## src/rtl/core/mmc3_pkg.sv

```systemverilog
`timescale 1ns / 1ps

package mmc3_pkg;

    // Widths fixed by the access and result formats
    localparam int RomAddrBitsDefault = 21;
    localparam int MemAddrW           = 21;
    localparam int CfgAddrW           = 4;
    localparam int CfgDataW           = 32;
    localparam int BankCountW         = 9;

    // Access commands
    localparam logic [2:0] CMD_CPU_READ  = 3'd0;
    localparam logic [2:0] CMD_CPU_WRITE = 3'd1;
    localparam logic [2:0] CMD_CHR_READ  = 3'd2;
    localparam logic [2:0] CMD_CHR_WRITE = 3'd3;
    localparam logic [2:0] CMD_PPU_WATCH = 3'd4;

    // Result targets
    localparam logic [1:0] TGT_NONE    = 2'd0;
    localparam logic [1:0] TGT_PRG_ROM = 2'd1;
    localparam logic [1:0] TGT_PRG_RAM = 2'd2;
    localparam logic [1:0] TGT_CHR     = 2'd3;

    // Configuration register indexes (byte address / 4)
    localparam logic [1:0] REG_PRG_COUNT = 2'd0;
    localparam logic [1:0] REG_CHR_COUNT = 2'd1;
    localparam logic [1:0] REG_CHR_RAM   = 2'd2;

    // Mapper register windows, selected by CPU address bits 14..13
    localparam logic [1:0] WIN_BANK   = 2'd0;
    localparam logic [1:0] WIN_MIRROR = 2'd1;
    localparam logic [1:0] WIN_IRQ    = 2'd2;
    localparam logic [1:0] WIN_IRQ_EN = 2'd3;

    typedef struct packed {
        logic [2:0]  cmd;
        logic [15:0] addr;
        logic [7:0]  value;
    } item_t;

    typedef struct packed {
        logic [1:0]          target;
        logic [MemAddrW-1:0] mem_addr;
        logic                write_strobe;
        logic                out_of_range;
        logic                irq_line;
        logic                mirror_vertical;
    } result_t;

    typedef struct packed {
        logic [BankCountW-1:0] prg_bank_count;
        logic [BankCountW-1:0] chr_bank_count;
        logic                  chr_is_ram;
    } cfg_t;

    typedef struct packed {
        logic [7:0][7:0] bank_regs;
        logic [2:0]      bank_select;
        logic            prg_swap_mode;
        logic            chr_invert_mode;
        logic            mirror_state;
        logic [7:0]      irq_latch;
        logic [7:0]      irq_count;
        logic            irq_reload_flag;
        logic            irq_enabled;
        logic            irq_pending;
        logic            prev_a12;
    } map_state_t;

    typedef struct packed {
        logic [1:0]          target;
        logic [MemAddrW-1:0] mem_addr;
        logic                write_strobe;
        logic                out_of_range;
    } xlate_t;

endpackage

```

## src/rtl/core/mmc3_cfg.sv

```systemverilog
`timescale 1ns / 1ps

module mmc3_cfg
(
    input  logic                             clk,
    input  logic                             rst_n,
    input  logic                             psel,
    input  logic                             penable,
    input  logic                             pwrite,
    input  logic [mmc3_pkg::CfgAddrW-1:0]    paddr,
    input  logic [mmc3_pkg::CfgDataW-1:0]    pwdata,
    output logic [mmc3_pkg::CfgDataW-1:0]    prdata,
    output logic                             pready,
    output mmc3_pkg::cfg_t                   cfg
);
    import mmc3_pkg::*;

    cfg_t       cfg_reg;
    cfg_t       cfg_next;
    logic [1:0] reg_index;
    logic       wr_en;

    assign pready    = 1'b1;
    assign reg_index = paddr[3:2];
    assign wr_en     = psel && penable && pwrite;

    always_comb
    begin
        cfg_next = cfg_reg;
        if (wr_en)
        begin
            case (reg_index)
                REG_PRG_COUNT: cfg_next.prg_bank_count = pwdata[BankCountW-1:0];
                REG_CHR_COUNT: cfg_next.chr_bank_count = pwdata[BankCountW-1:0];
                REG_CHR_RAM:   cfg_next.chr_is_ram     = pwdata[0];
                default:       cfg_next = cfg_reg;
            endcase
        end
    end

    always_ff @(posedge clk or negedge rst_n)
    begin
        if (!rst_n)
        begin
            cfg_reg.prg_bank_count <= BankCountW'(2);
            cfg_reg.chr_bank_count <= BankCountW'(8);
            cfg_reg.chr_is_ram     <= 1'b0;
        end
        else
        begin
            cfg_reg <= cfg_next;
        end
    end

    always_comb
    begin
        case (reg_index)
            REG_PRG_COUNT: prdata = CfgDataW'(cfg_reg.prg_bank_count);
            REG_CHR_COUNT: prdata = CfgDataW'(cfg_reg.chr_bank_count);
            REG_CHR_RAM:   prdata = CfgDataW'(cfg_reg.chr_is_ram);
            default:       prdata = '0;
        endcase
    end

    assign cfg = cfg_reg;

endmodule

```

## src/rtl/core/mmc3_xlate.sv

```systemverilog
`timescale 1ns / 1ps

module mmc3_xlate
#(
    parameter int ROM_ADDR_BITS = mmc3_pkg::RomAddrBitsDefault
)
(
    input  mmc3_pkg::item_t      item,
    input  mmc3_pkg::cfg_t       cfg,
    input  mmc3_pkg::map_state_t state,
    output mmc3_pkg::xlate_t     xl
);
    import mmc3_pkg::*;

    localparam int FullW = BankCountW + 13;

    logic [FullW-1:0]      rom_mask;
    logic [BankCountW-1:0] last_bank;
    logic [BankCountW-1:0] second_bank;
    logic [BankCountW-1:0] sel_bank;
    logic [BankCountW-1:0] prg_bank;
    logic [FullW-1:0]      prg_full;
    logic [1:0]            slot;
    logic [12:0]           chr_p;
    logic [7:0]            chr_bank;
    logic [17:0]           chr_abs;
    logic                  chr_oor;
    logic                  is_ram_win;

    // Keep the PRG address bits that the ROM actually decodes
    always_comb
    begin
        for (int i = 0; i < FullW; i++)
        begin
            rom_mask[i] = (i < ROM_ADDR_BITS);
        end
    end

    // PRG window selection and clamp
    always_comb
    begin
        slot        = item.addr[14:13];
        last_bank   = (cfg.prg_bank_count == '0) ? '0 : cfg.prg_bank_count - 1'b1;
        second_bank = (cfg.prg_bank_count < BankCountW'(2)) ? '0
                                                            : cfg.prg_bank_count - 2'd2;
        if (slot == 2'd1)
            sel_bank = BankCountW'(state.bank_regs[7]);
        else if (slot == 2'd3)
            sel_bank = last_bank;
        else if ((slot == 2'd0) == !state.prg_swap_mode)
            sel_bank = BankCountW'(state.bank_regs[6]);
        else
            sel_bank = second_bank;
        prg_bank = (sel_bank >= cfg.prg_bank_count) ? last_bank : sel_bank;
        prg_full = {prg_bank, item.addr[12:0]} & rom_mask;
    end

    // CHR: 2KB windows in the low half, 1KB windows in the high half
    always_comb
    begin
        chr_p     = item.addr[12:0];
        chr_p[12] = item.addr[12] ^ state.chr_invert_mode;
        if (!chr_p[12])
        begin
            chr_bank = state.bank_regs[{2'b00, chr_p[11]}];
            chr_abs  = {chr_bank[7:1], chr_p[10:0]};
        end
        else
        begin
            chr_bank = state.bank_regs[{1'b0, 2'd2} + {1'b0, chr_p[11:10]}];
            chr_abs  = {chr_bank, chr_p[9:0]};
        end
        chr_oor = {1'b0, chr_abs[17:10]} >= cfg.chr_bank_count;
    end

    assign is_ram_win = (item.addr[15:13] == 3'b011);

    always_comb
    begin
        xl = '0;
        case (item.cmd)
            CMD_CPU_READ,
            CMD_CPU_WRITE:
            begin
                if (is_ram_win)
                begin
                    xl.target       = TGT_PRG_RAM;
                    xl.mem_addr     = MemAddrW'(item.addr[12:0]);
                    xl.write_strobe = (item.cmd == CMD_CPU_WRITE);
                end
                else if (item.addr[15] && item.cmd == CMD_CPU_READ)
                begin
                    xl.target   = TGT_PRG_ROM;
                    xl.mem_addr = prg_full[MemAddrW-1:0];
                end
            end
            CMD_CHR_READ,
            CMD_CHR_WRITE:
            begin
                xl.target       = TGT_CHR;
                xl.mem_addr     = MemAddrW'(chr_abs);
                xl.out_of_range = chr_oor;
                xl.write_strobe = (item.cmd == CMD_CHR_WRITE) && cfg.chr_is_ram && !chr_oor;
            end
            default: xl = '0;
        endcase
    end

endmodule

```

## src/rtl/core/mmc3_ctrl.sv

```systemverilog
`timescale 1ns / 1ps

module mmc3_ctrl
(
    input  logic                 clk,
    input  logic                 rst_n,
    input  logic                 step,
    input  mmc3_pkg::item_t      item,
    output mmc3_pkg::map_state_t state,
    output mmc3_pkg::map_state_t state_next
);
    import mmc3_pkg::*;

    map_state_t state_reg;
    map_state_t st_next;
    logic       a12;
    logic [7:0] count_new;

    assign a12 = item.addr[12];

    always_comb
    begin
        st_next   = state_reg;
        count_new = state_reg.irq_count;
        case (item.cmd)
            CMD_CPU_WRITE:
            begin
                if (item.addr[15])
                begin
                    case (item.addr[14:13])
                        WIN_BANK:
                        begin
                            if (!item.addr[0])
                            begin
                                st_next.bank_select     = item.value[2:0];
                                st_next.prg_swap_mode   = item.value[6];
                                st_next.chr_invert_mode = item.value[7];
                            end
                            else
                            begin
                                st_next.bank_regs[state_reg.bank_select] = item.value;
                            end
                        end
                        WIN_MIRROR:
                        begin
                            if (!item.addr[0])
                                st_next.mirror_state = item.value[0];
                        end
                        WIN_IRQ:
                        begin
                            if (!item.addr[0])
                                st_next.irq_latch = item.value;
                            else
                                st_next.irq_reload_flag = 1'b1;
                        end
                        WIN_IRQ_EN:
                        begin
                            if (!item.addr[0])
                            begin
                                st_next.irq_enabled = 1'b0;
                                st_next.irq_pending = 1'b0;
                            end
                            else
                            begin
                                st_next.irq_enabled = 1'b1;
                            end
                        end
                        default: st_next = state_reg;
                    endcase
                end
            end
            CMD_PPU_WATCH:
            begin
                // Clock the counter on a rising edge of A12
                if (!state_reg.prev_a12 && a12)
                begin
                    if (state_reg.irq_count == '0 || state_reg.irq_reload_flag)
                    begin
                        count_new               = state_reg.irq_latch;
                        st_next.irq_reload_flag = 1'b0;
                    end
                    else
                    begin
                        count_new = state_reg.irq_count - 1'b1;
                    end
                    st_next.irq_count = count_new;
                    if (count_new == '0 && state_reg.irq_enabled)
                        st_next.irq_pending = 1'b1;
                end
                st_next.prev_a12 = a12;
            end
            default: st_next = state_reg;
        endcase
    end

    always_ff @(posedge clk or negedge rst_n)
    begin
        if (!rst_n)
            state_reg <= '0;
        else if (step)
            state_reg <= st_next;
    end

    assign state      = state_reg;
    assign state_next = st_next;

endmodule

```

## src/rtl/core/mmc3_bank_mapper_irq_core.sv

```systemverilog
`timescale 1ns / 1ps

// MMC3-style bank mapper with scanline IRQ counter. Each transfer on the
// input channel is one bus access (CPU read/write, CHR read/write, or a PPU
// address shown to the A12 edge watcher); each produces exactly one result
// transfer carrying the translated PRG ROM, PRG RAM or CHR address, the write
// strobe, the CHR out-of-range flag and the IRQ and mirroring levels as they
// stand after the access. Throughput is one access per clock while the result
// is not stalled: an access is held in the input register, is translated and
// applied to the mapper state in a single pass, and lands in the result
// register, which drives out_valid; a new access can enter the input
// register as the previous one moves on. A stalled result holds the input register;
// once that is full the input channel is stalled too. The
// three configuration registers (PRG bank count, CHR bank count, CHR-is-RAM)
// sit at byte addresses 0, 4 and 8 of the APB port and must only be written
// while no access is in flight.

module mmc3_bank_mapper_irq_core
#(
    parameter int ROM_ADDR_BITS = mmc3_pkg::RomAddrBitsDefault
)
(
    input  logic                          clk,
    input  logic                          rst_n,
    input  logic                          in_valid,
    output logic                          in_stall,
    input  mmc3_pkg::item_t               in_item,
    output logic                          out_valid,
    input  logic                          out_stall,
    output mmc3_pkg::result_t             out_item,
    input  logic                          psel,
    input  logic                          penable,
    input  logic                          pwrite,
    input  logic [mmc3_pkg::CfgAddrW-1:0] paddr,
    input  logic [mmc3_pkg::CfgDataW-1:0] pwdata,
    output logic [mmc3_pkg::CfgDataW-1:0] prdata,
    output logic                          pready
);
    import mmc3_pkg::*;

    cfg_t       cfg;
    map_state_t state;
    map_state_t state_next;
    xlate_t     xl;

    logic    in_valid_reg;
    logic    in_valid_next;
    item_t   in_reg;
    logic    out_valid_reg;
    logic    out_valid_next;
    result_t out_reg;
    result_t out_next;

    logic advance;
    logic step;
    logic in_take;

    // Advance when the result register is empty or being drained
    assign advance  = !out_valid_reg || !out_stall;
    assign step     = in_valid_reg && advance;
    assign in_stall = in_valid_reg && !advance;
    assign in_take  = in_valid && !in_stall;

    mmc3_cfg u_cfg
    (
        .clk     (clk),
        .rst_n   (rst_n),
        .psel    (psel),
        .penable (penable),
        .pwrite  (pwrite),
        .paddr   (paddr),
        .pwdata  (pwdata),
        .prdata  (prdata),
        .pready  (pready),
        .cfg     (cfg)
    );

    mmc3_ctrl u_ctrl
    (
        .clk        (clk),
        .rst_n      (rst_n),
        .step       (step),
        .item       (in_reg),
        .state      (state),
        .state_next (state_next)
    );

    mmc3_xlate #(
        .ROM_ADDR_BITS (ROM_ADDR_BITS)
    ) u_xlate
    (
        .item  (in_reg),
        .cfg   (cfg),
        .state (state),
        .xl    (xl)
    );

    // Result fields: translation from the pre-access state, lines from the
    // post-access state
    always_comb
    begin
        out_next.target          = xl.target;
        out_next.mem_addr        = xl.mem_addr;
        out_next.write_strobe    = xl.write_strobe;
        out_next.out_of_range    = xl.out_of_range;
        out_next.irq_line        = state_next.irq_pending;
        out_next.mirror_vertical = state_next.mirror_state;
    end

    always_comb
    begin
        if (in_take)
            in_valid_next = 1'b1;
        else if (step)
            in_valid_next = 1'b0;
        else
            in_valid_next = in_valid_reg;

        if (advance)
            out_valid_next = step;
        else
            out_valid_next = out_valid_reg;
    end

    always_ff @(posedge clk or negedge rst_n)
    begin
        if (!rst_n)
        begin
            in_valid_reg  <= 1'b0;
            out_valid_reg <= 1'b0;
        end
        else
        begin
            in_valid_reg  <= in_valid_next;
            out_valid_reg <= out_valid_next;
        end
    end

    // Payload registers: load on transfer, hold otherwise
    always_ff @(posedge clk)
    begin
        if (in_take)
            in_reg <= in_item;
        if (step)
            out_reg <= out_next;
    end

    assign out_valid = out_valid_reg;
    assign out_item  = out_reg;

    // A strobe always has a memory behind it
    assert property (@(posedge clk) disable iff (!rst_n)
        out_valid && out_item.write_strobe |-> out_item.target != TGT_NONE)
        else $error("write strobe with no target");

    // Out of range only for CHR, and never strobed
    assert property (@(posedge clk) disable iff (!rst_n)
        out_valid && out_item.out_of_range |->
            out_item.target == TGT_CHR && !out_item.write_strobe)
        else $error("out-of-range flag on a non-CHR or strobed result");

    // No target means no address
    assert property (@(posedge clk) disable iff (!rst_n)
        out_valid && out_item.target == TGT_NONE |-> out_item.mem_addr == '0)
        else $error("address on a result with no target");

    // IRQ only rises from an applied PPU watch access
    assert property (@(posedge clk) disable iff (!rst_n)
        $rose(state.irq_pending) |-> $past(step) && $past(in_reg.cmd) == CMD_PPU_WATCH)
        else $error("IRQ raised without an A12 watch access");

endmodule

```

## config.mk

```make
export PLATFORM = sky130hd
export DESIGN_NAME = mmc3_bank_mapper_irq_core
export DESIGN_NICKNAME = d
export VERILOG_FILES = /design/src/rtl/core/mmc3_pkg.sv /design/src/rtl/core/mmc3_cfg.sv /design/src/rtl/core/mmc3_xlate.sv /design/src/rtl/core/mmc3_ctrl.sv /design/src/rtl/core/mmc3_bank_mapper_irq_core.sv
export SDC_FILE = /design/constraint.sdc
export NUM_CORES = 1
export LEC_CHECK = 0
export ABC_AREA = 1
export BUFFER_PORTS_ARGS = -buffer_cell sky130_fd_sc_hd__buf_4
export CELL_PAD_IN_SITES_DETAIL_PLACEMENT = 0
export CELL_PAD_IN_SITES_GLOBAL_PLACEMENT = 2
export CORE_MARGIN = 2
export CORE_UTILIZATION = 34
export CTS_CLUSTER_SIZE = 12
export DETAILED_ROUTE_END_ITERATION = 12
export GPL_TIMING_DRIVEN = 0
export PLACE_DENSITY_LB_ADDON = 0.1
export SLEW_MARGIN = 20
export SYNTH_ARGS = -nofsm -noshare
export SYNTH_HDL_FRONTEND = slang
export SYNTH_SLANG_ARGS = --single-unit
export TNS_END_PERCENT = 5
```

## constraint.sdc

```tcl
create_clock -name clk -period 3.6 [get_ports clk]
set_input_delay 0.36 -clock clk [delete_from_list [all_inputs] [get_ports clk]]
set_output_delay 0.36 -clock clk [all_outputs]
set_load 0.03 [all_outputs]
```

==> reports/qor.yml <==
outcome:
  status: "finished, final reports clean"
routing:
  vias: 6471
  wire_per_inst_um: 16.5
  postRouteWirelength_mm: 22.9
  drc_errors: 0
  drt.antenna.violating_nets: 0
  via_per_inst: 4.66
  initialDrtViolationCount: 373
  drt_first_pass_iters: 5
power:
  leakagePower_nw: 4.71
  power.density_mw_per_mm2: 563
  p_comb_share_pct: 26.7
  swShare_pct: 35.9
  vdd_drop_max_v: 0.000291
  power_switching_w: 0.00201
  clock_power_share_pct: 33.8
  p_seq_share_pct: 39.4
  internal_power_w: 0.00359
global_route:
  grtUsageTotal_pct: 18.6
  grt_pass1_wl_mm: 36.2
  overflow: 0
  grt_max_degree: 56
  antenna_found_initial: 0
  grt_pass1_vias: 6390
floorplanning:
  rows: 56
  initial_core_util_pct: 34.7
  fp.dieArea_mm2: 0.0253
  die_h_um: 159
  io_pins: 132
  coreArea_mm2: 0.0235
  die_w_um: 159
setup_path:
  crit_chain: "xor2_1 -> clkbuf_1 -> o21ai_0 -> ha_1 -> nand4_1 -> o311ai_0 -> o22ai_1"
  endpoint_kind: "flip-flop"
  arrival_ps: 3530
  cpLargestDelayFamily: "compound AO/OA/AOI/OAI gates"
  path_max_fanout: 10
  worstSetupPathType: "flip-flop to flip-flop"
  max_stage_delay_ps: 780
  path_buf_inv: 1
  required_ps: 3750
  start_kind: "flip-flop"
  cpMaxStageDelayCell: "o311ai_0"
clock_tree:
  cts_tree: "done"
  clockBufferDepth: 2
  htreeDepth: 4
  cts_sinks: 163
  path_clk_slew_ps: 80
  clk_latency_ps: 430
  clockRootBuffer: "clkbuf_16"
  cts_made_buffers: 17
placed_design:
  pre_cts_slack_ps: -1.55
  place_congestion: 0.774
  dpl.hpwl_mm: 17.0
  io_buffers: 82
final_layout:
  fin_nets: 1150
  drive_above_1_share_pct: 18.6
  syn2layout_area_growth_pct: 21.6
  final_cell_mix: "nand2_1, buf_4, dfrtp_1"
  largest_register_ffs: 88
  final_core_util_pct: 42.3
  layout_commonest_cell: "nand2_1"
  fillers: 2465
  antenna_cells: 0
sta:
  rsz0062_at_grt: "no"
  slew_headroom_pct: 35.6
  fin_skew_ps: 11.4
  slew_viol_final: 0
  worst_slew_pin_slew_ps: 960
  finalSetupViolations: 0
  fmax_mhz: 296
  whs_ps: 95.5
  period_minus_slack_ps: 3380
  finalHoldViolCount: 0
  fin_crit_sh_pct: 93.9
  final.setup.worst_slack_ps: 219
yosys:
  ys_ff_latch: 163
  synth-edff-count: 54
  postSynthCellCount: 931
  ys.flop_type: "dfrtp_1"
  avgSynthCellArea_um2: 8.79
  yosysWarningCount: 0
  syn_area_mm2: 0.00818
  ys_seq_area_share_pct: 53.2
  ys_types: 45
  ys_async_sr_fraction_pct: 66.9
hold_path:
  min_path_type: "primary input to flip-flop"
run:
  cap_violations: 0
## cells in the mapped netlist (16+ instances only)
master	n	area share [%]
a21oi_1	17	1.0
buf_4	24	2.2
dfrtp_1	107	33
edfxtp_1	54	20
ha_1	22	3.4
inv_1	98	4.5
nand2_1	248	11
nand3_1	31	1.9
nor2_1	71	3.3
o21ai_0	83	5.1
o21ai_1	47	2.9
o21ai_2	16	1.7
o22ai_1	17	1.3
## worst paths after layout
path | end | cells past startpoint | startpoint | slack (ps)
setup reg to reg | out_item[3]$_SDFFCE_PN0P_ | 7 | in_reg[20]$_DFFE_PP_ | 220
max in group asynchronous | u_cfg.cfg[11]$_DFFE_PN1P_ | 3 | rst_n | 2450
setup / recovery | out_item[3]$_SDFFCE_PN0P_ | 7 | in_reg[20]$_DFFE_PP_ | 220
min in group asynchronous | u_cfg.cfg[0]$_DFFE_PN0P_ | 2 | rst_n | 460
hold reg to reg | u_ctrl.state[85]$_DFFE_PN0P_ | 2 | u_ctrl.state[85]$_DFFE_PN0P_ | 480
hold / removal | in_reg[23]$_DFFE_PP_ | 1 | in_item[23] | 100
## power by group through the flow
stage	Combinational, W	Sequential [W]	Clock, W
global placement	0.00151	0.00225	0
CTS	0.00151	0.00221	0.00194
finish	0.00150	0.00221	0.00190
detailed placement	0.00150	0.00225	0
floorplan	0.000968	0.00229	0
global route	0.00171	0.00223	0.00202
## cells by family (layout without fill, tap and decap cells)
family / after synthesis / after routing / synth area share [%]
and+or+nand+nor: 388 / 388 / 20.0
adders and majority gates: 22 / 22 / 3.36
xor gates and xnor gates: 10 / 10 / 1.07
other: 2 / 24 / 0.0918
DFF: 163 / 163 / 53.2
AOI/OAI and AO/OA: 194 / 194 / 13.4
muxes: 7 / 7 / 0.857
buffers and inverters: 145 / 263 / 8.05
## per-stage QoR
stage	total power (W)	TNS, ps	instance area (um^2)	cells
floorplan	0.00326	0	8260	953
global placement	0.00375	-65.8	9280	1354
detailed placement	0.00375	-1.55	9310	1355
CTS	0.00566	0	9920	1388
global route	0.00596	0	9950	1390
finish	0.00560	0	9950	1390
## layout make-up
class / instances / area, um^2 / area share (%)
plain buffers: 42 / 273 / 2.74
clock buffers: 17 / 425 / 4.28
clock inverters: 15 / 175 / 1.76
inverters: 103 / 394 / 3.96
multi-input cells: 645 / 3260 / 32.8
flip-flops and latches: 163 / 4350 / 43.7
well taps: 319 / 399 / 4.01
repair buffers: 86 / 672 / 6.75
## routing by layer
metal / vias to the layer above / global-route usage (%) / part of all wire [%]
li1: 3301 / - / -
met1: 3058 / 25.7 / 48
met2: 93 / 30.7 / 48
met3: 19 / 2.81 / 2.4
met4: 0 / 4.92 / 1.2
met5: - / 0 / 0
## worst register-to-register path, delay by kind of cell (launching register included)
kind	cells	cell delay [ps]
AOI/OAI and AO/OA	3	1230
DFF	1	500
xor gates and xnor gates	1	520
and+or+nand+nor	1	80
buffers and inverters	1	380
adders and majority gates	1	390
## what timing repair did
item	in CTS	in global routing
hold buffers	1	0
setup buffers	0	2
hold endpoints to repair	54	0
gates resized for setup	1	5
pin swaps	0	1
setup endpoints to repair	2	8
No activity file was read; power rests on OpenSTA's default activity.
